$ cat src/hdl/ppm_frame_decoder_defines.svh
// ----------------------------------------------------------------------------
// ppm frame decoder assertion macros
// shared property forms for the decoder modules
// ----------------------------------------------------------------------------
`ifndef PPM_FRAME_DECODER_DEFINES_SVH
`define PPM_FRAME_DECODER_DEFINES_SVH

// antecedent implies consequent in the same cycle
`define PPM_ASSERT_SAME(name, ante, cons) \
    name: assert property (@(posedge clk) disable iff (!rst_n) (ante) |-> (cons)) \
        else $error("ppm assertion failed");

// antecedent implies consequent in the next cycle
`define PPM_ASSERT_NEXT(name, ante, cons) \
    name: assert property (@(posedge clk) disable iff (!rst_n) (ante) |=> (cons)) \
        else $error("ppm assertion failed");

// condition never holds
`define PPM_ASSERT_NEVER(name, cond) \
    name: assert property (@(posedge clk) disable iff (!rst_n) !(cond)) \
        else $error("ppm assertion failed");

`endif

$ cat src/hdl/ppm_pkg.sv
`timescale 1ns / 1ps
// ----------------------------------------------------------------------------
// ppm decoder package
// shared types, codes and reset constants
// ----------------------------------------------------------------------------
package ppm_pkg;

    localparam int TIME_W  = 16;
    localparam int VALUE_W = 15;
    localparam int CHAN_W  = 3;
    localparam int APB_DW  = 32;
    localparam int APB_AW  = 4;

    localparam logic OP_CAPTURE = 1'b0;
    localparam logic OP_READ    = 1'b1;

    localparam logic [1:0] REG_TIMER_PERIOD   = 2'd0;
    localparam logic [1:0] REG_SYNC_THRESHOLD = 2'd1;
    localparam logic [1:0] REG_CLAMP_LOW      = 2'd2;
    localparam logic [1:0] REG_CLAMP_HIGH     = 2'd3;

    localparam logic [TIME_W-1:0]  RST_TIMER_PERIOD   = 16'd40000;
    localparam logic [TIME_W-1:0]  RST_SYNC_THRESHOLD = 16'd8000;
    localparam logic [VALUE_W-1:0] RST_CLAMP_LOW      = 15'd1000;
    localparam logic [VALUE_W-1:0] RST_CLAMP_HIGH     = 15'd2000;
    localparam logic [TIME_W-1:0]  RST_SLOT_WIDTH     = 16'd2400;

    typedef struct packed {
        logic [TIME_W-1:0]  timer_period;
        logic [TIME_W-1:0]  sync_threshold;
        logic [VALUE_W-1:0] clamp_low;
        logic [VALUE_W-1:0] clamp_high;
    } cfg_t;

    typedef struct packed {
        logic op;
        logic flag;
        logic in_range;
        logic slot_valid;
    } issue_t;

endpackage

$ cat src/hdl/ppm_if.sv
`timescale 1ns / 1ps
// ----------------------------------------------------------------------------
// ppm decoder channel interfaces
// input word and result word handshake channels
// ----------------------------------------------------------------------------
interface ppm_in_if
    import ppm_pkg::*;
();
    logic                valid;
    logic                ready;
    logic                op;
    logic [TIME_W-1:0]   capture_time;
    logic [CHAN_W-1:0]   channel;

    modport source (output valid, output op, output capture_time, output channel,
                    input ready);
    modport sink   (input valid, input op, input capture_time, input channel,
                    output ready);
endinterface

interface ppm_out_if
    import ppm_pkg::*;
();
    logic                valid;
    logic                ready;
    logic [VALUE_W-1:0]  channel_value;
    logic                frame_ready;

    modport source (output valid, output channel_value, output frame_ready,
                    input ready);
    modport sink   (input valid, input channel_value, input frame_ready,
                    output ready);
endinterface

$ cat src/hdl/ppm_ram.sv
`timescale 1ns / 1ps
// ----------------------------------------------------------------------------
// ppm generic ram
// one write port, one read port with registered read data
// ----------------------------------------------------------------------------
module ppm_ram #(
    parameter int WIDTH = 16,
    parameter int DEPTH = 8
) (
    input  logic                     clk,
    input  logic                     we,
    input  logic [$clog2(DEPTH)-1:0] waddr,
    input  logic [WIDTH-1:0]         wdata,
    input  logic                     re,
    input  logic [$clog2(DEPTH)-1:0] raddr,
    output logic [WIDTH-1:0]         rdata
);

    logic [WIDTH-1:0] mem [DEPTH];

    always_ff @(posedge clk)
    begin
        if (we)
        begin
            mem[waddr] <= wdata;
        end
        if (re)
        begin
            rdata <= mem[raddr];
        end
    end

endmodule

$ cat src/hdl/ppm_cfg_regs.sv
`timescale 1ns / 1ps
// ----------------------------------------------------------------------------
// ppm configuration registers
// apb write and read access to the four decoder registers
// ----------------------------------------------------------------------------
module ppm_cfg_regs
    import ppm_pkg::*;
(
    input  logic              clk,
    input  logic              rst_n,
    input  logic              psel,
    input  logic              penable,
    input  logic              pwrite,
    input  logic [APB_AW-1:0] paddr,
    input  logic [APB_DW-1:0] pwdata,
    output logic [APB_DW-1:0] prdata,
    output cfg_t              cfg
);

    cfg_t       cfg_reg;
    cfg_t       cfg_next;
    logic       wr_en;
    logic [1:0] reg_idx;

    assign wr_en   = psel && penable && pwrite;
    assign reg_idx = paddr[3:2];
    assign cfg     = cfg_reg;

    always_comb
    begin
        cfg_next = cfg_reg;
        if (wr_en)
        begin
            unique case (reg_idx)
                REG_TIMER_PERIOD:   cfg_next.timer_period   = pwdata[TIME_W-1:0];
                REG_SYNC_THRESHOLD: cfg_next.sync_threshold = pwdata[TIME_W-1:0];
                REG_CLAMP_LOW:      cfg_next.clamp_low      = pwdata[VALUE_W-1:0];
                REG_CLAMP_HIGH:     cfg_next.clamp_high     = pwdata[VALUE_W-1:0];
                default:            cfg_next = cfg_reg;
            endcase
        end
    end

    always_comb
    begin
        unique case (reg_idx)
            REG_TIMER_PERIOD:   prdata = APB_DW'(cfg_reg.timer_period);
            REG_SYNC_THRESHOLD: prdata = APB_DW'(cfg_reg.sync_threshold);
            REG_CLAMP_LOW:      prdata = APB_DW'(cfg_reg.clamp_low);
            REG_CLAMP_HIGH:     prdata = APB_DW'(cfg_reg.clamp_high);
            default:            prdata = '0;
        endcase
    end

    always_ff @(posedge clk or negedge rst_n)
    begin
        if (!rst_n)
        begin
            cfg_reg.timer_period   <= RST_TIMER_PERIOD;
            cfg_reg.sync_threshold <= RST_SYNC_THRESHOLD;
            cfg_reg.clamp_low      <= RST_CLAMP_LOW;
            cfg_reg.clamp_high     <= RST_CLAMP_HIGH;
        end
        else
        begin
            cfg_reg <= cfg_next;
        end
    end

endmodule

$ cat src/hdl/ppm_slot_engine.sv
`timescale 1ns / 1ps
// ----------------------------------------------------------------------------
// ppm slot engine
// gap measurement, slot ram write, frame flag and slot read issue
// ----------------------------------------------------------------------------
`include "ppm_frame_decoder_defines.svh"

module ppm_slot_engine
    import ppm_pkg::*;
#(
    parameter int CHANNELS = 8
) (
    input  logic                clk,
    input  logic                rst_n,
    input  cfg_t                cfg,
    input  logic                accept,
    input  logic                op,
    input  logic [TIME_W-1:0]   capture_time,
    input  logic [CHAN_W-1:0]   channel,
    output issue_t              issue,
    output logic [TIME_W-1:0]   slot_rdata
);

    localparam int AW    = $clog2(CHANNELS);
    localparam int SW    = $clog2(CHANNELS + 1);
    localparam int SLOTS = 1 << AW;

    logic [TIME_W-1:0] last_capture_reg;
    logic [TIME_W-1:0] last_capture_next;
    logic [SW-1:0]     next_slot_reg;
    logic [SW-1:0]     next_slot_next;
    logic              frame_flag_reg;
    logic              frame_flag_next;
    logic [SLOTS-1:0]  slot_valid_reg;
    logic [SLOTS-1:0]  slot_valid_next;
    issue_t            issue_reg;
    issue_t            issue_next;

    logic [TIME_W-1:0] gap;
    logic              is_sync;
    logic              slot_free;
    logic              is_capture;
    logic              is_read;
    logic              wr_en;
    logic [AW-1:0]     waddr;
    logic [AW-1:0]     raddr;
    logic [SW-1:0]     slot_inc;

    assign is_capture = accept && (op == OP_CAPTURE);
    assign is_read    = accept && (op == OP_READ);
    assign gap        = (capture_time < last_capture_reg)
                        ? capture_time + cfg.timer_period - last_capture_reg
                        : capture_time - last_capture_reg;
    assign is_sync    = gap > cfg.sync_threshold;
    assign slot_free  = next_slot_reg < SW'(CHANNELS);
    assign wr_en      = is_capture && !is_sync && slot_free;
    assign waddr      = AW'(next_slot_reg);
    assign raddr      = AW'(channel);
    assign slot_inc   = next_slot_reg + SW'(1);
    assign issue      = issue_reg;

    always_comb
    begin
        last_capture_next = last_capture_reg;
        next_slot_next    = next_slot_reg;
        frame_flag_next   = frame_flag_reg;
        slot_valid_next   = slot_valid_reg;
        if (is_capture)
        begin
            last_capture_next = capture_time;
            if (is_sync)
            begin
                next_slot_next  = '0;
                frame_flag_next = 1'b1;
            end
            else if (slot_free)
            begin
                next_slot_next  = slot_inc;
                slot_valid_next = slot_valid_reg | (SLOTS'(1) << waddr);
                if (slot_inc == SW'(CHANNELS))
                begin
                    frame_flag_next = 1'b1;
                end
            end
        end
        else if (is_read)
        begin
            frame_flag_next = 1'b0;
        end
    end

    always_comb
    begin
        issue_next.op         = op;
        issue_next.flag       = (op == OP_CAPTURE) ? frame_flag_next : frame_flag_reg;
        issue_next.in_range   = 32'(channel) < CHANNELS;
        issue_next.slot_valid = slot_valid_reg[raddr];
    end

    always_ff @(posedge clk or negedge rst_n)
    begin
        if (!rst_n)
        begin
            last_capture_reg <= '0;
            next_slot_reg    <= '0;
            frame_flag_reg   <= 1'b0;
            slot_valid_reg   <= '0;
        end
        else
        begin
            last_capture_reg <= last_capture_next;
            next_slot_reg    <= next_slot_next;
            frame_flag_reg   <= frame_flag_next;
            slot_valid_reg   <= slot_valid_next;
        end
    end

    always_ff @(posedge clk)
    begin
        if (accept)
        begin
            issue_reg <= issue_next;
        end
    end

    ppm_ram #(
        .WIDTH (TIME_W),
        .DEPTH (CHANNELS)
    ) u_slot_ram (
        .clk   (clk),
        .we    (wr_en),
        .waddr (waddr),
        .wdata (gap),
        .re    (is_read),
        .raddr (raddr),
        .rdata (slot_rdata)
    );

    `PPM_ASSERT_NEVER(a_slot_bound, next_slot_reg > SW'(CHANNELS))
    `PPM_ASSERT_NEXT(a_last_slot_flag, wr_en && (slot_inc == SW'(CHANNELS)), frame_flag_reg)
    `PPM_ASSERT_NEXT(a_read_clears, is_read, !frame_flag_reg)

endmodule

$ cat src/hdl/ppm_frame_decoder.sv
`timescale 1ns / 1ps
// ----------------------------------------------------------------------------
// ppm frame decoder
// an accepted word passes the slot ram read stage, then the output register
// throughput: 1 word per cycle unless the output stalls, limited by the single slot ram read port
// a slot read stage and the output register let input run while a result waits
// reset: async active low, registers to defaults, all slots read as 2400
// no clearing pass: per slot valid bits mark written entries
// ----------------------------------------------------------------------------
`include "ppm_frame_decoder_defines.svh"

module ppm_frame_decoder
    import ppm_pkg::*;
#(
    parameter int CHANNELS = 8
) (
    input  logic              clk,
    input  logic              rst_n,
    input  logic              psel,
    input  logic              penable,
    input  logic              pwrite,
    input  logic [APB_AW-1:0] paddr,
    input  logic [APB_DW-1:0] pwdata,
    output logic [APB_DW-1:0] prdata,
    output logic              pready,
    ppm_in_if.sink            in_word,
    ppm_out_if.source         out_word
);

    cfg_t               cfg;
    issue_t             issue;
    logic [TIME_W-1:0]  slot_rdata;
    logic               accept;
    logic               s1_adv;
    logic               s1_valid_reg;
    logic               s1_valid_next;
    logic               out_valid_reg;
    logic               out_valid_next;
    logic [VALUE_W-1:0] out_value_reg;
    logic [VALUE_W-1:0] out_value_next;
    logic               out_flag_reg;
    logic [TIME_W-1:0]  raw_width;
    logic [VALUE_W-1:0] half_width;

    assign pready        = 1'b1;
    assign s1_adv        = !out_valid_reg || out_word.ready;
    assign in_word.ready = !s1_valid_reg || s1_adv;
    assign accept        = in_word.valid && in_word.ready;

    assign out_word.valid         = out_valid_reg;
    assign out_word.channel_value = out_value_reg;
    assign out_word.frame_ready   = out_flag_reg;

    ppm_cfg_regs u_cfg (
        .clk     (clk),
        .rst_n   (rst_n),
        .psel    (psel),
        .penable (penable),
        .pwrite  (pwrite),
        .paddr   (paddr),
        .pwdata  (pwdata),
        .prdata  (prdata),
        .cfg     (cfg)
    );

    ppm_slot_engine #(
        .CHANNELS (CHANNELS)
    ) u_engine (
        .clk          (clk),
        .rst_n        (rst_n),
        .cfg          (cfg),
        .accept       (accept),
        .op           (in_word.op),
        .capture_time (in_word.capture_time),
        .channel      (in_word.channel),
        .issue        (issue),
        .slot_rdata   (slot_rdata)
    );

    always_comb
    begin
        if (!issue.in_range)
        begin
            raw_width = '0;
        end
        else if (issue.slot_valid)
        begin
            raw_width = slot_rdata;
        end
        else
        begin
            raw_width = RST_SLOT_WIDTH;
        end
        half_width = raw_width[TIME_W-1:1];

        if (issue.op == OP_CAPTURE)
        begin
            out_value_next = '0;
        end
        else if (half_width < cfg.clamp_low)
        begin
            out_value_next = cfg.clamp_low;
        end
        else if (half_width > cfg.clamp_high)
        begin
            out_value_next = cfg.clamp_high;
        end
        else
        begin
            out_value_next = half_width;
        end
    end

    always_comb
    begin
        s1_valid_next  = s1_valid_reg;
        out_valid_next = out_valid_reg;
        if (s1_adv)
        begin
            out_valid_next = s1_valid_reg;
            s1_valid_next  = 1'b0;
        end
        if (accept)
        begin
            s1_valid_next = 1'b1;
        end
    end

    always_ff @(posedge clk or negedge rst_n)
    begin
        if (!rst_n)
        begin
            s1_valid_reg  <= 1'b0;
            out_valid_reg <= 1'b0;
        end
        else
        begin
            s1_valid_reg  <= s1_valid_next;
            out_valid_reg <= out_valid_next;
        end
    end

    always_ff @(posedge clk)
    begin
        if (s1_adv && s1_valid_reg)
        begin
            out_value_reg <= out_value_next;
            out_flag_reg  <= issue.flag;
        end
    end

    `PPM_ASSERT_SAME(a_stall_blocks, s1_valid_reg && out_valid_reg && !out_word.ready, !in_word.ready)
    `PPM_ASSERT_NEXT(a_capture_zero, s1_adv && s1_valid_reg && (issue.op == OP_CAPTURE), out_value_reg == '0)
    `PPM_ASSERT_SAME(a_out_from_s1, $rose(out_valid_reg), $past(s1_valid_reg))

endmodule

$ cat src/flat_wrapper.sv
// flat-port wrapper written by rule: the top's interface ports become plain ports
module ppm_frame_decoder_flat import ppm_pkg::*;
#(
    parameter int CHANNELS = 8
)
  (clk, rst_n, psel, penable, pwrite, paddr, pwdata, prdata, pready, in_word_valid, in_word_op, in_word_capture_time, in_word_channel, in_word_ready, out_word_valid, out_word_channel_value, out_word_frame_ready, out_word_ready);
  ppm_in_if in_word_i ();
  ppm_out_if out_word_i ();
  input  logic clk;
  input  logic rst_n;
  input  logic psel;
  input  logic penable;
  input  logic pwrite;
  input  logic [APB_AW-1:0] paddr;
  input  logic [APB_DW-1:0] pwdata;
  output logic [APB_DW-1:0] prdata;
  output logic pready;
  input wire logic [$bits(in_word_i.valid)-1:0] in_word_valid;
  input wire logic [$bits(in_word_i.op)-1:0] in_word_op;
  input wire logic [$bits(in_word_i.capture_time)-1:0] in_word_capture_time;
  input wire logic [$bits(in_word_i.channel)-1:0] in_word_channel;
  output wire logic [$bits(in_word_i.ready)-1:0] in_word_ready;
  output wire logic [$bits(out_word_i.valid)-1:0] out_word_valid;
  output wire logic [$bits(out_word_i.channel_value)-1:0] out_word_channel_value;
  output wire logic [$bits(out_word_i.frame_ready)-1:0] out_word_frame_ready;
  input wire logic [$bits(out_word_i.ready)-1:0] out_word_ready;
  assign in_word_i.valid = in_word_valid;
  assign in_word_i.op = in_word_op;
  assign in_word_i.capture_time = in_word_capture_time;
  assign in_word_i.channel = in_word_channel;
  assign in_word_ready = in_word_i.ready;
  assign out_word_valid = out_word_i.valid;
  assign out_word_channel_value = out_word_i.channel_value;
  assign out_word_frame_ready = out_word_i.frame_ready;
  assign out_word_i.ready = out_word_ready;
  ppm_frame_decoder #(.CHANNELS(CHANNELS)) u_core (.clk(clk), .rst_n(rst_n), .psel(psel), .penable(penable), .pwrite(pwrite), .paddr(paddr), .pwdata(pwdata), .prdata(prdata), .pready(pready), .in_word(in_word_i), .out_word(out_word_i));
endmodule
$ cat config.mk
export PLATFORM = sky130hd
export DESIGN_NAME = ppm_frame_decoder_flat
export DESIGN_NICKNAME = d
export VERILOG_FILES = /design/src/hdl/ppm_pkg.sv /design/src/hdl/ppm_if.sv /design/src/hdl/ppm_ram.sv /design/src/hdl/ppm_cfg_regs.sv /design/src/hdl/ppm_slot_engine.sv /design/src/hdl/ppm_frame_decoder.sv /design/src/flat_wrapper.sv
export VERILOG_INCLUDE_DIRS = /design/src /design/src/hdl
export SDC_FILE = /design/constraint.sdc
export NUM_CORES = 1
export LEC_CHECK = 0
export BUFFER_PORTS_ARGS = -buffer_cell sky130_fd_sc_hd__buf_4
export CORE_UTILIZATION = 50
export CTS_BUF_LIST = sky130_fd_sc_hd__clkbuf_16
export CTS_CLUSTER_DIAMETER = 40
export DETAILED_ROUTE_END_ITERATION = 10
export GPL_TIMING_DRIVEN = 1
export PLACE_DENSITY = 0.69
export SKIP_CTS_REPAIR_TIMING = 1
export SLEW_MARGIN = 20
export SYNTH_ARGS = -nofsm -noshare
export SYNTH_HDL_FRONTEND = slang
export SYNTH_SLANG_ARGS = --single-unit
$ cat constraint.sdc
create_clock -name clk -period 8.6 [get_ports clk]
set_input_delay 0.43 -clock clk [delete_from_list [all_inputs] [get_ports clk]]
set_output_delay 0.43 -clock clk [all_outputs]
set_load 0.01 [all_outputs]
== Word-level counts from Yosys, hierarchy flattened ==
Memory sizes are Yosys's and may differ from the RTL's. A register that Yosys moved wholly into a read port is not among the register bits.
Index checks and enable logic that the tools add are counted.

* Bits in registers: 112
* Memory bits (writable): 128
* Bits of input ports: 63
* Output and inout bits: 51
* Memories kept: 1

* $add $sub $neg: 4
* Magnitude comparators: 6
* Equality and inequality tests: 4
* Shifts and indexed selects: 1
* Muxes and demuxes: 19
* Bitwise operators: 3
* Reduce and logical (&&, ||, !) cells: 22

{| class="wikitable"
|+ Memory list
! memory !! words !! width !! rd ports !! clocked after Yosys merged registers in !! write ports !! RTL line !! RTL
|-
| u_core.u_engine.u_slot_ram.mem || 8 || 16 || 1 || 1 || 1 || ppm_ram.sv:19 || <nowiki>logic [WIDTH-1:0] mem [DEPTH];</nowiki>
|}

{| class="wikitable"
|+ Operator list
! cell !! count
|-
| $pmux 32 s4 || 1
|-
| $mux 16 || 2
|-
| $sub 16x16->16 || 2
|-
| $mux 15 || 2
|-
| $add 16x16->16 || 1
|-
| $gt 16x16->1 || 1
|-
| $lt 16x16->1 || 1
|-
| $gt 15x15->1 || 1
|-
| $lt 15x15->1 || 1
|-
| $mux 1 || 11
|-
| $reduce_and 2->1 || 5
|-
| $logic_and 1x1->1 || 8
|-
| $mux 4 || 2
|-
| $or 8x8->8 || 1
|-
| $shl 1x3->8 const A || 1
|-
| $add 4x1->4 const B || 1
|-
| $eq 2x2->1 const B || 2
|-
| $eq 4x4->1 const B || 1
|-
| $lt 3x4->1 const B || 1
|-
| $lt 4x4->1 const B || 1
|-
| $reduce_bool 2->1 || 2
|-
| $bmux 1 s3 || 1
|-
| $logic_not 1->1 || 3
|-
| $reduce_and 3->1 || 1
|-
| 4 further kinds || 6
|}

== Longest topological paths before layout ==
Gate-level depths: netlist of run 1.

* Word-level depth: 9
* Mapped depth: 21
* Depth with buffers taken out: 20

== By module ==
Synthesis of run 1 repeated with hierarchy kept, for this count alone.

* Cell total of the unflattened synthesis: 1104
* Area total of the unflattened synthesis: 14302.5 um2

{| class="wikitable"
|+ Modules (own cells, without submodules)
! module !! times used !! cells each !! area each (um2)
|-
| ppm_ram || 1 || 214 || 5454.0
|-
| ppm_slot_engine || 1 || 485 || 3967.6
|-
| ppm_cfg_regs || 1 || 175 || 2941.6
|-
| ppm_frame_decoder || 1 || 230 || 1939.4
|}

== Worst setup path before layout of run 1 ==
OpenSTA, ideal clock, no wires.

* Path kind: in2reg
* From: in in_word_capture_time[1]
* To: mem u_core.u_engine.u_slot_ram.mem[0][10], enable pin
* Setup time: 386 ps
* Arrival time: 4563 ps
* Slack: 3651 ps
* Stages on the path: 17
* Buffers on the path: 1
* Cells stage by stage: inv_1 > fa_1 > fa_1 > nor2b_1 > o2111ai_1 > a31oi_1 > a31oi_1 > nor3b_1 > mux2i_1 > a31oi_1 > ha_1 > nand4_1 > nor2_1 > a211oi_1 > a21oi_1 > clkbuf_1 > nor2_1

* Longest elaborated chain between the ends: 9

{| class="wikitable"
|+ Ends and longest elaborated chain
! item !! RTL line !! RTL
|-
| start: declaration || flat_wrapper.sv:20 || <nowiki>input wire logic [$bits(in_word_i.capture_time)-1:0] in_word_capture_time;</nowiki>
|-
| $add 16x16->16 || ppm_slot_engine.sv:52 || <nowiki>? capture_time + cfg.timer_period - last_capture_reg</nowiki>
|-
| $sub 16x16->16 || ppm_slot_engine.sv:52 ||
|-
| $mux 16 (*) || ppm_slot_engine.sv:52 ||
|-
| net u_core.u_engine.gap[14] || ppm_slot_engine.sv:39 || <nowiki>logic [TIME_W-1:0] gap;</nowiki>
|-
| $gt 16x16->1 (*) || ppm_slot_engine.sv:54 || <nowiki>assign is_sync = gap > cfg.sync_threshold;</nowiki>
|-
| $logic_not 1->1 (*) || ppm_slot_engine.sv:56 || <nowiki>assign wr_en = is_capture && !is_sync && slot_free;</nowiki>
|-
| $logic_and 1x1->1 (*) (2 in a row) || ppm_slot_engine.sv:56 ||
|-
| $mux 1 (*) || ppm_ram.sv:23 || <nowiki>if (we)</nowiki>
|-
| $mux 1 (not written as such) (*) || ppm_ram.sv:25 || <nowiki>mem[waddr] <= wdata;</nowiki>
|-
| end: declaration || ppm_ram.sv:19 ||
|}

The timed path passes the listed nets; every way through them passes the cells marked *.

== Worst setup path in the final report of run 1 ==
* From: reg u_core.u_engine.last_capture_reg[0]
* To: mem u_core.u_engine.u_slot_ram.mem[4][3], enable pin

* Longest elaborated chain between the ends: 8

{| class="wikitable"
|+ Ends and longest elaborated chain
! item !! RTL line !! RTL
|-
| start: declaration || ppm_slot_engine.sv:28 || <nowiki>logic [TIME_W-1:0] last_capture_reg;</nowiki>
|-
| start signal: assignment || ppm_slot_engine.sv:111 || <nowiki>last_capture_reg <= last_capture_next;</nowiki>
|-
| $sub 16x16->16 (tied with other cells) || ppm_slot_engine.sv:53 || <nowiki>: capture_time - last_capture_reg;</nowiki>
|-
| $mux 16 (*) || ppm_slot_engine.sv:52 ||
|-
| net u_core.u_engine.gap[9] || ppm_slot_engine.sv:39 ||
|-
| $gt 16x16->1 (*) || ppm_slot_engine.sv:54 ||
|-
| $logic_not 1->1 (*) || ppm_slot_engine.sv:56 ||
|-
| $logic_and 1x1->1 (*) (2 in a row) || ppm_slot_engine.sv:56 ||
|-
| $mux 1 (*) || ppm_ram.sv:23 ||
|-
| $mux 1 (not written as such) (*) || ppm_ram.sv:25 ||
|}

Marks and branches as above.

==> results of run 1 <==
[final cells by class]
type | instances | area share, %
clock inverters | 27 | 1.77
repair buffers | 94 | 4.60
inverters | 137 | 3.25
clock buffers | 37 | 5.85
multi-input cells | 718 | 37.7
well taps | 341 | 2.70
flip-flops and latches | 247 | 44.1
[final timing paths]
| check | start | endpoint |
|---|---|---|
| setup / recovery | u_core.u_engine.last_capture_reg[0]$_DFFE_PN0P_ | u_core.u_engine.u_slot_ram.mem[4][3]$_DFFE_PP_ |
| hold / removal | in_word_valid | u_core.s1_valid_reg$_DFFE_PN0P_ |
| setup reg to reg | u_core.u_engine.last_capture_reg[0]$_DFFE_PN0P_ | u_core.u_engine.u_slot_ram.mem[4][3]$_DFFE_PP_ |
| hold reg to reg | u_core.u_engine.issue[2]$_DFFE_PP_ | u_core.out_word.frame_ready$_DFFE_PP_ |
| max in group asynchronous | rst_n | u_core.u_cfg.cfg[59]$_DFFE_PN0P_ |
| min in group asynchronous | rst_n | u_core.u_engine.last_capture_reg[3]$_DFFE_PN0P_ |
[synth_stat cells, types with 5 or more instances]
cell type  instances
xnor2_1           10
inv_1            136
a31oi_1           25
mux2_2            49
nand3_1           50
o21a_1             5
buf_2             14
o21ai_0           75
nor2_1            57
dfstp_2           23
nor3_1             5
nand2_1           73
nor4_1             5
nand4_1           15
a211oi_1           7
a21oi_1           41
fa_1              16
o21bai_1           9
mux4_2            47
xor2_1             9
nor2b_1            5
dfrtp_1           70
edfxtp_1         154
and2_1            15
ha_1              83
nand2b_1          13
clkbuf_1          30
a21o_1            31
buf_4             20
[stage by stage]
step | instance area, um^2 | total power, mW | instances | setup slack, ps
floorplan | 13800 | 2.88 | 1169 | 3650
global placement | 14600 | 3.34 | 1535 | 2250
detailed placement | 14600 | 3.40 | 1535 | 2140
CTS | 15800 | 4.87 | 1599 | 2330
global route | 15800 | 5.15 | 1601 | 1860
finish | 15800 | 4.87 | 1601 | 2320
[logic make-up (layout without fill, tap and decap cells)]
logic type,after synthesis,in the layout
other,2,17
and+or+nand+nor,253,253
xor gates and xnor gates,19,19
DFF,247,247
AOI/OAI and AO/OA,231,231
buffers and inverters,204,295
adders and majority gates,99,99
muxes,99,99
[routing by layer]
metal	wire length [um]	track usage, %	share of wire (%)
met5	0	0	0
met2	14800	38.3	46
met1	14700	32.8	45
met3	1970	4.07	6.1
met4	998	8.42	3.1
[power groups by stage]
stage	Clock (mW)	Sequential (mW)	Combinational (mW)
after floorplan	0	1.70	1.18
final	1.46	1.73	1.68
after detailed placement	0	1.75	1.64
after global placement	0	1.74	1.60
after CTS	1.49	1.73	1.66
after global routing	1.54	1.75	1.86
[worst max-delay path, cell delays in order, from the launching register on]
cell	delay [ps]
dfrtp_1	370
ha_1	200
inv_1	60
fa_1	400
a21oi_1	270
o211ai_1	210
a211oi_2	340
a211oi_2	150
nor2_2	630
o31ai_1	190
o22ai_1	670
ha_1	380
a21o_1	170
a21o_1	180
a21oi_1	150
nor2_1	50
a211oi_1	250
a21oi_1	110
buf_4	220
and4b_1	850
==> qor.csv, run 1 <==
stage,metric,value,unit
layout,area of the multi-input gates,0.00597,mm^2
drt,WL final,32.5,mm
die,Die Width,168,um
die,die height,168,um
run,number of max-cap violations,0,
global_routing,initial antenna violation count,1,
cts,clock buffer depth,3,
sta,Final Hold Viols,0,
power_and_ir_drop,net switching power,1.68,mW
layout,fillers,2155,
synthesis,Most used DFF post-synth,edfxtp_1,
placement,GPL Wtd Cong,0.935,
sta,Final Max Slew Viols,0,
synthesis,area share of the largest cell type after synthesis,33.7,%
power_and_ir_drop,internal power,3.19,mW
sta,Slew HR,22.0,%
global_routing,first-pass GRT wire length,51.0,mm
synthesis,largest area contributor in the netlist,edfxtp_1,
sta,post-route clock period utilization,73.0,%
die,full die area,0.0281,mm^2
synthesis,multiplexer area fraction after synthesis,12.0,%
synthesis,"Seq/Total Area, Yosys",50.9,%
global_routing,largest net degree at the start of global routing,64,
power_and_ir_drop,Switching Fraction,34.5,%
power_and_ir_drop,Comb power frac,34.4,%
synthesis,main combinational cell family by area after synthesis,multiplexers,
sta,WHS,124,ps
synthesis,simple-gate area share of the yosys netlist,8.84,%
status,run status,finished clean,
setup_path,Crit Path Class,reg -> reg,
cts,clock sinks,247,
sta,min Tclk post-route,6280,ps
worst_hold_path,Hold Crit Class,in -> reg,
layout,Layout Nets,1396,
die,row cnt,60,
setup_path,flop2flop setup slack,2320,ps
cts,Clock Pin Slew Worst Setup and Hold Paths,60,ps
sta,Peak Freq,159,MHz
drt,DRT iter0 DRCs,703,
cts,CTS Buf Count,36,
cts,clock latency on the worst-skew pair,510,ps
synthesis,synthesized area,0.0137,mm^2
synthesis,Synth Area in XOR/XNOR,1.21,%
synthesis,Synth cell types,62,
synthesis,area share of fa/ha/maj cells after synthesis,9.90,%
placement,Post-DP HPWL,22.9,mm
power_and_ir_drop,sequential share of power,35.6,%
global_routing,grt ovf,0,
setup_path,WP data required,8720,ps
drt,via-per-instance ratio,5.80,
placement,IO buf count,78,
setup_path,Setup crit start kind,flop,
setup_path,"Arr. time, crit path",6400,ps
synthesis,Yosys Warn Count,0,
power_and_ir_drop,pwr dens,308,mW/mm^2
layout,"commonest non-fill, non-tap cells in the layout","154 x edfxtp_1, 144 x inv_1, 92 x buf_4",
cts,H-tree Lvls,2,
power_and_ir_drop,maximum vdd drop,0.203,mV
synthesis,"flops & latches, synth",247,
layout,# diodes,0,
setup_path,Reg2Reg Depth,19,
worst_hold_path,hold depth,2,
drt,Routed Antenna Nets,0,
power_and_ir_drop,leakage power,6.58,nW
synthesis,"EDFF count, synth",154,
layout,"most common cell after layout, fill and taps aside",edfxtp_1,
cts,CTS root buf,clkbuf_16,
drt,via count,9281,
global_routing,vias in the first global route,9325,
synthesis,Syn Area/Cell,11.9,um^2
synthesis,Cells after Synth,1154,
sta,Finish-stage setup viols,0,
drt,DRC viols,0,
layout,max reg flops,120,
drt,DRT Pass-1 Iters,6,
drt,Avg WL per Cell,20.3,um
synthesis,Synth Area in Compound Gates,10.9,%
global_routing,global-route usage over all layers,23.8,%
die,IO Count,114,
sta,Worst Tran Pin Value,1160,ps
layout,FF+latch area,0.00698,mm^2
setup_path,Crit Path Max Fanout,22,
sta,RSZ-0062 raised after global routing,no,
layout,Area Overhead vs Synth,15.3,%
die,core box area,0.0270,mm^2
sta,Clock Skews,18.8,ps
power_and_ir_drop,power share of the clock group,30.0,%
layout,layout cells sized above 1,22.5,%
cts,CTS tree,built,
synthesis,synth top area cells,"edfxtp_1 34%, dfrtp_1 13%, mux4_2 7.7%",
setup_path,Worst setup EP type,flop,
layout,final core utilization,58.7,%
die,Initial Util,50.9,%
sta,TNS Setup,0,ps
synthesis,asr flop ratio synth,37.7,%
No activity file was read; power rests on OpenSTA's default activity.
==> run 2, diff against run 1 <==
PLACE_DENSITY = 0.71   (was 0.69)
clock period = 5.31 ns   (was 8.6 ns; I/O delays follow)
==> run 2 against run 1 <==
  * Die area is the same
  * Highest routed layer unchanged
  * Critical endpoint is now u_core.u_engine.u_slot_ram.mem[4][6]$_DFFE_PP_
  * Clock skew is essentially flat
  * Flip-flop and latch count is the same
  * The run now ends with hold timing left
==> qor.csv, run 2 (same netlist as run 1, synthesis figures left out) <==
stage,metric,value,unit
status,run status,finished with violations,
status,violated checks,hold timing,
layout,layout cells sized above 1,23.9,%
drt,WL final,31.7,mm
placement,pre-CTS WS,214,ps
cts,CTS Buf Count,34,
setup_path,WP data required,5510,ps
setup_path,Crit Path Max Fanout,15,
setup_path,"Arr. time, crit path",5200,ps
sta,Slew HR,30.3,%
sta,Clock Skews,18.8,ps
layout,Area Overhead vs Synth,16.4,%
setup_path,flop2flop setup slack,310,ps
layout,"most common cell after layout, fill and taps aside",edfxtp_1,
layout,max reg flops,120,
setup_path,Setup crit start kind,flop,
die,IO Count,114,
power_and_ir_drop,maximum vdd drop,0.353,mV
layout,Layout Nets,1416,
power_and_ir_drop,pwr dens,491,mW/mm^2
global_routing,grt ovf,0,
global_routing,first-pass GRT wire length,50.0,mm
cts,CTS root buf,clkbuf_16,
drt,via-per-instance ratio,5.71,
sta,Worst Tran Pin Value,1050,ps
global_routing,vias in the first global route,9174,
die,Initial Util,50.9,%
die,die height,168,um
cts,clock buffer depth,3,
setup_path,Worst setup EP type,flop,
setup_path,Crit Path Class,reg -> reg,
sta,Final Hold Viols,4,
global_routing,global-route usage over all layers,23.3,%
sta,Finish-stage setup viols,0,
drt,via count,9243,
cts,H-tree Lvls,2,
sta,WHS,-10.3,ps
layout,# diodes,0,
layout,"commonest non-fill, non-tap cells in the layout","154 x edfxtp_1, 140 x inv_1, 105 x buf_4",
setup_path,RR Startpoint,u_core.u_cfg.cfg[58]$_DFFE_PN1P_,
run,number of max-cap violations,0,
sta,post-route clock period utilization,94.2,%
cts,clock sinks,247,
drt,DRT Pass-1 Iters,5,
sta,min Tclk post-route,5000,ps
placement,IO buf count,78,
drt,Avg WL per Cell,19.6,um
power_and_ir_drop,leakage power,6.65,nW
cts,Clock Pin Slew Worst Setup and Hold Paths,60,ps
global_routing,initial antenna violation count,0,
sta,TNS Setup,0,ps
drt,Routed Antenna Nets,0,
drt,DRT iter0 DRCs,706,
drt,DRC viols,0,
global_routing,largest net degree at the start of global routing,67,
setup_path,CP startpoint,u_core.u_cfg.cfg[58]$_DFFE_PN1P_,
worst_hold_path,Hold Crit Class,in -> reg,
die,Die Width,168,um
worst_hold_path,hold path startpoint,in_word_capture_time[3],
placement,GPL Wtd Cong,0.917,
cts,CTS tree,built,
placement,Post-DP HPWL,22.8,mm
die,row cnt,60,
cts,clock latency on the worst-skew pair,510,ps
sta,Final Max Slew Viols,0,
sta,final worst slack,309,ps
sta,Peak Freq,200,MHz
die,full die area,0.0281,mm^2
die,core box area,0.0270,mm^2
-- run 2: cell count changes in the layout (fill, tap and decap cells not counted), sizes merged --
| cell | before | now |
|---|---|---|
| bufinv | 5 | 2 |
| clkinvlp | 5 | 3 |
| clkbuf | 37 | 36 |
| clkinv | 8 | 11 |
| buf | 93 | 111 |
| dlygate4sd3 | 1 | 5 |
-- run 2: power by group --
part | internal [mW] | total, mW | switching [mW]
combinational | 1.18 | 2.84 | 1.66
clock | 1.34 | 2.19 | 0.850
sequential | 2.60 | 2.81 | 0.210
total | 5.12 | 7.84 | 2.72
-- run 2: worst max-delay path, stage by stage (launching register included) --
cell,delay (ps)
dfstp_2,530
inv_1,90
fa_1,500
inv_1,50
ha_1,370
a21oi_1,320
o21ai_1,160
a21o_1,200
a21o_1,210
and4_4,180
nor4b_1,290
nand2_1,160
ha_1,330
nand4_1,190
nor4_2,470
a21oi_4,130
and4b_1,340
buf_12,170
-- run 2: path summary, 6_finish.rpt --
| check | to | cells after the start |
|---|---|---|
| setup / recovery | u_core.u_engine.u_slot_ram.mem[4][6]$_DFFE_PP_ | 17 |
| max in group asynchronous | u_core.u_cfg.cfg[13]$_DFFE_PN0P_ | 3 |
| setup reg to reg | u_core.u_engine.u_slot_ram.mem[4][6]$_DFFE_PP_ | 17 |
| hold reg to reg | u_core.out_word.frame_ready$_DFFE_PP_ | 0 |
| min in group asynchronous | u_core.u_engine.last_capture_reg[4]$_DFFE_PN0P_ | 2 |
| hold / removal | u_core.u_engine.last_capture_reg[3]$_DFFE_PN0P_ | 3 |
-- run 2: routing by layer --
| layer | GRT usage [%] | routed length (um) |
|---|---|---|
| met1 | 32.4 | 14400 |
| met4 | 7.50 | 818 |
| met5 | 0 | 0 |
| met2 | 37.4 | 14800 |
| met3 | 3.95 | 1740 |
-- run 2: cell type report --
cell class,count,area [um^2]
clock buffers,36,901
clock inverters,25,210
fillers,2144,11000
inverters,137,514
multi-input cells,718,5990
flip-flops and latches,247,6980
well taps,341,427
repair buffers,116,958
-- run 2: per-stage QoR --
step	cell area [um^2]	std cells	hold WS [ps]	util, %	power (mW)
floorplan	13800	1169	-30.1	-	4.66
global placement	14800	1554	202	54.9	5.55
detailed placement	14800	1554	212	54.9	5.63
CTS	15900	1615	-320	59.0	7.84
global route	16000	1620	3.17	59.3	8.30
finish	16000	1620	-10.3	59.3	7.84
==> run 3, diff against run 2 <==
ABC_AREA = 1   (was unset)
==> run 3 against run 2 <==
  * The flow still finishes with violations (hold timing)
  * Clock skew grew 5.8 ps
  * Combinational power shrank 12%
  * First-iteration DRC count up 53%
  * Die area up 2.8%
  * Final area up 1.9%
  * Synthesized cell count grew 40%
  * Sequential power is 5% lower
  * Largest power group is now registers
==> qor.csv, run 3 <==
stage,metric,value,unit
status,run status,finished with violations,
status,violated checks,hold timing,
sta,Peak Freq,209,MHz
placement,pre-CTS WS,542,ps
sta,min Tclk post-route,4780,ps
global_routing,largest net degree at the start of global routing,66,
drt,length of routed wiring on met1,16.0,mm
cts,clock sinks,247,
drt,via count,11045,
synthesis,Synth cell types,46,
layout,# diodes,0,
sta,Slew HR,35.3,%
sta,WHS,-13.8,ps
synthesis,Most used DFF post-synth,edfxtp_1,
setup_path,WP data required,5500,ps
layout,FF+latch area,0.00698,mm^2
synthesis,dominant cell by count in the synthesized netlist,nand2_1,
sta,Clock Skews,24.6,ps
global_routing,grt ovf,0,
sta,RSZ-0062 raised after global routing,no,
cts,H-tree Lvls,2,
power_and_ir_drop,power share of the clock group,31.9,%
die,Die Width,170,um
setup_path,Crit Path Class,reg -> reg,
sta,Worst Tran Pin Value,970,ps
die,row cnt,61,
drt,DRC viols,0,
synthesis,Cells after Synth,1610,
cts,CTS tree,built,
synthesis,asr flop ratio synth,37.7,%
synthesis,largest area contributor in the netlist,edfxtp_1,
layout,layout cells sized above 1,12.8,%
layout,Layout Nets,1858,
drt,DRT Pass-1 Iters,5,
cts,CTS root buf,clkbuf_16,
layout,"most common cell after layout, fill and taps aside",nand2_1,
sta,Final Max Slew Viols,0,
layout,area of the multi-input gates,0.00588,mm^2
cts,clock buffer depth,3,
drt,DRT iter0 DRCs,1079,
die,IO Count,114,
layout,Area Overhead vs Synth,15.4,%
die,full die area,0.0289,mm^2
power_and_ir_drop,sequential share of power,35.2,%
run,number of max-cap violations,0,
layout,"commonest non-fill, non-tap cells in the layout","337 x nand2_1, 233 x inv_1, 174 x o21ai_0",
cts,Clock Pin Slew Worst Setup and Hold Paths,60,ps
drt,WL final,34.7,mm
die,die height,170,um
power_and_ir_drop,internal power,4.88,mW
setup_path,Worst setup EP type,flop,
sta,TNS Setup,0,ps
layout,Post-Layout Cell Count,2102,
global_routing,vias in the first global route,10173,
synthesis,"flops & latches, synth",247,
drt,Routed Antenna Nets,0,
drt,met2 wire len,15.7,mm
cts,clock latency on the worst-skew pair,530,ps
drt,via-per-instance ratio,5.25,
layout,max reg flops,120,
die,Initial Util,50.8,%
power_and_ir_drop,Comb power frac,32.9,%
power_and_ir_drop,Switching Fraction,35.4,%
synthesis,synth top area cells,"edfxtp_1 33%, dfrtp_1 12%, nand2_1 9.0%",
synthesis,area share of the largest cell type after synthesis,32.8,%
placement,Post-DP HPWL,24.6,mm
sta,Final Hold Viols,7,
global_routing,initial antenna violation count,0,
cts,CTS Buf Count,38,
synthesis,"Seq/Total Area, Yosys",49.5,%
global_routing,global-route usage over all layers,24.5,%
placement,placed cells,2032,
setup_path,Crit Path Max Fanout,15,
synthesis,synthesized area,0.0141,mm^2
drt,Top Metal Used,met4,
power_and_ir_drop,pwr dens,464,mW/mm^2
setup_path,"Arr. time, crit path",4970,ps
global_routing,first-pass GRT wire length,54.5,mm
worst_hold_path,Hold Crit Class,in -> reg,
die,core box area,0.0278,mm^2
setup_path,Setup crit start kind,flop,
power_and_ir_drop,maximum vdd drop,0.255,mV
synthesis,Yosys Warn Count,0,
power_and_ir_drop,net switching power,2.68,mW
sta,Finish-stage setup viols,0,
sta,post-route clock period utilization,90.1,%
synthesis,Syn Area/Cell,8.76,um^2
power_and_ir_drop,leakage power,7.46,nW
layout,fillers,2413,
placement,IO buf count,78,
synthesis,Post-synth top cells,"337 x nand2_1, 230 x inv_1, 174 x o21ai_0, 159 x nor2_1, 154 x edfxtp_1",
drt,Avg WL per Cell,16.5,um
synthesis,"EDFF count, synth",154,
drt,met3 routed wirelength,2.07,mm
placement,GPL Wtd Cong,0.935,
sta,final worst slack,527,ps
run 3: changes by cell type in the layout (fill, tap and decap cells not counted), sizes merged, moves of 49 or more:
cell / previous run / this run
nor2: 57 / 165
nand2: 73 / 343
inv: 146 / 243
mux2: 49 / 0
o21ai: 76 / 187
nand3: 50 / 100
run 3: cell type report:
class | count | area share, %
tap | 378 | 2.90
multi-input combinational | 1064 | 36.1
timing repair buffer | 102 | 4.81
clock buffer | 39 | 5.99
sequential | 247 | 42.9
inverter | 243 | 5.60
clock inverter | 29 | 1.68
run 3: path summary, 6_finish.rpt:
path                                                    start  slack [ps]                                          endpoint  cells past startpoint
setup / recovery             u_core.u_cfg.cfg[56]$_DFFE_PN1P_         530   u_core.u_engine.u_slot_ram.mem[1][11]$_DFFE_PP_                     20
max in group asynchronous                               rst_n        3890                  u_core.u_cfg.cfg[25]$_DFFE_PN0P_                      3
hold reg to reg            u_core.u_engine.issue[2]$_DFFE_PP_         420             u_core.out_word.frame_ready$_DFFE_PP_                      0
hold / removal                       in_word_capture_time[12]         -10  u_core.u_engine.last_capture_reg[12]$_DFFE_PN0P_                      3
min in group asynchronous                               rst_n         290   u_core.u_engine.last_capture_reg[2]$_DFFE_PN0P_                      2
setup reg to reg             u_core.u_cfg.cfg[56]$_DFFE_PN1P_         530   u_core.u_engine.u_slot_ram.mem[1][11]$_DFFE_PP_                     20
run 3: critical path, cell delays in order (launching register included):
cell     delay (ps)
dfstp_2         530
inv_1            70
fa_1            490
inv_1            50
ha_1            360
nand2_1         120
o21ai_0         280
a21oi_1         140
nand2_1          80
nand2_1          50
nand3_1          60
nand2_1         260
ha_1            410
a21oi_1         150
o21ai_0         100
nor2_1          150
nand2_1          90
nand2_1         230
nand2_1         310
nor2_1          190
buf_4           300
run 3: per-layer routing:
| layer | up-vias | global-route usage, % |
|---|---|---|
| li1 | 5432 | - |
| met1 | 5151 | 35.1 |
| met2 | 400 | 38.1 |
| met3 | 62 | 3.35 |
| met4 | 0 | 8.23 |
| met5 | - | 0 |
run 3: power groups by stage:
stage | combinational (mW) | sequential [mW] | clock (mW)
global route | 2.82 | 2.69 | 2.52
finish | 2.49 | 2.66 | 2.41
floorplan | 1.73 | 2.65 | 0
CTS | 2.48 | 2.66 | 2.44
detailed placement | 2.47 | 2.69 | 0
global placement | 2.40 | 2.68 | 0
run 3: cells by family (layout without fill, tap and decap cells):
group	after synthesis	in the layout	share of synthesized area, %
xor+xnor	16	16	0.993
flops	247	247	49.5
other cells	2	17	0.0532
compound gates	303	303	11.5
simple gates	629	629	19.1
fa+ha+maj	99	99	9.63
buf+inv	314	413	9.23
run 3: stage by stage:
stage	power (mW)	instance area (um^2)	utilization, %
final	7.56	16300	58.6
after global placement	5.08	15000	54.0
after CTS	7.58	16300	58.5
after global routing	8.03	16300	58.6
after detailed placement	5.16	15000	54.0
after floorplan	4.38	14200	-
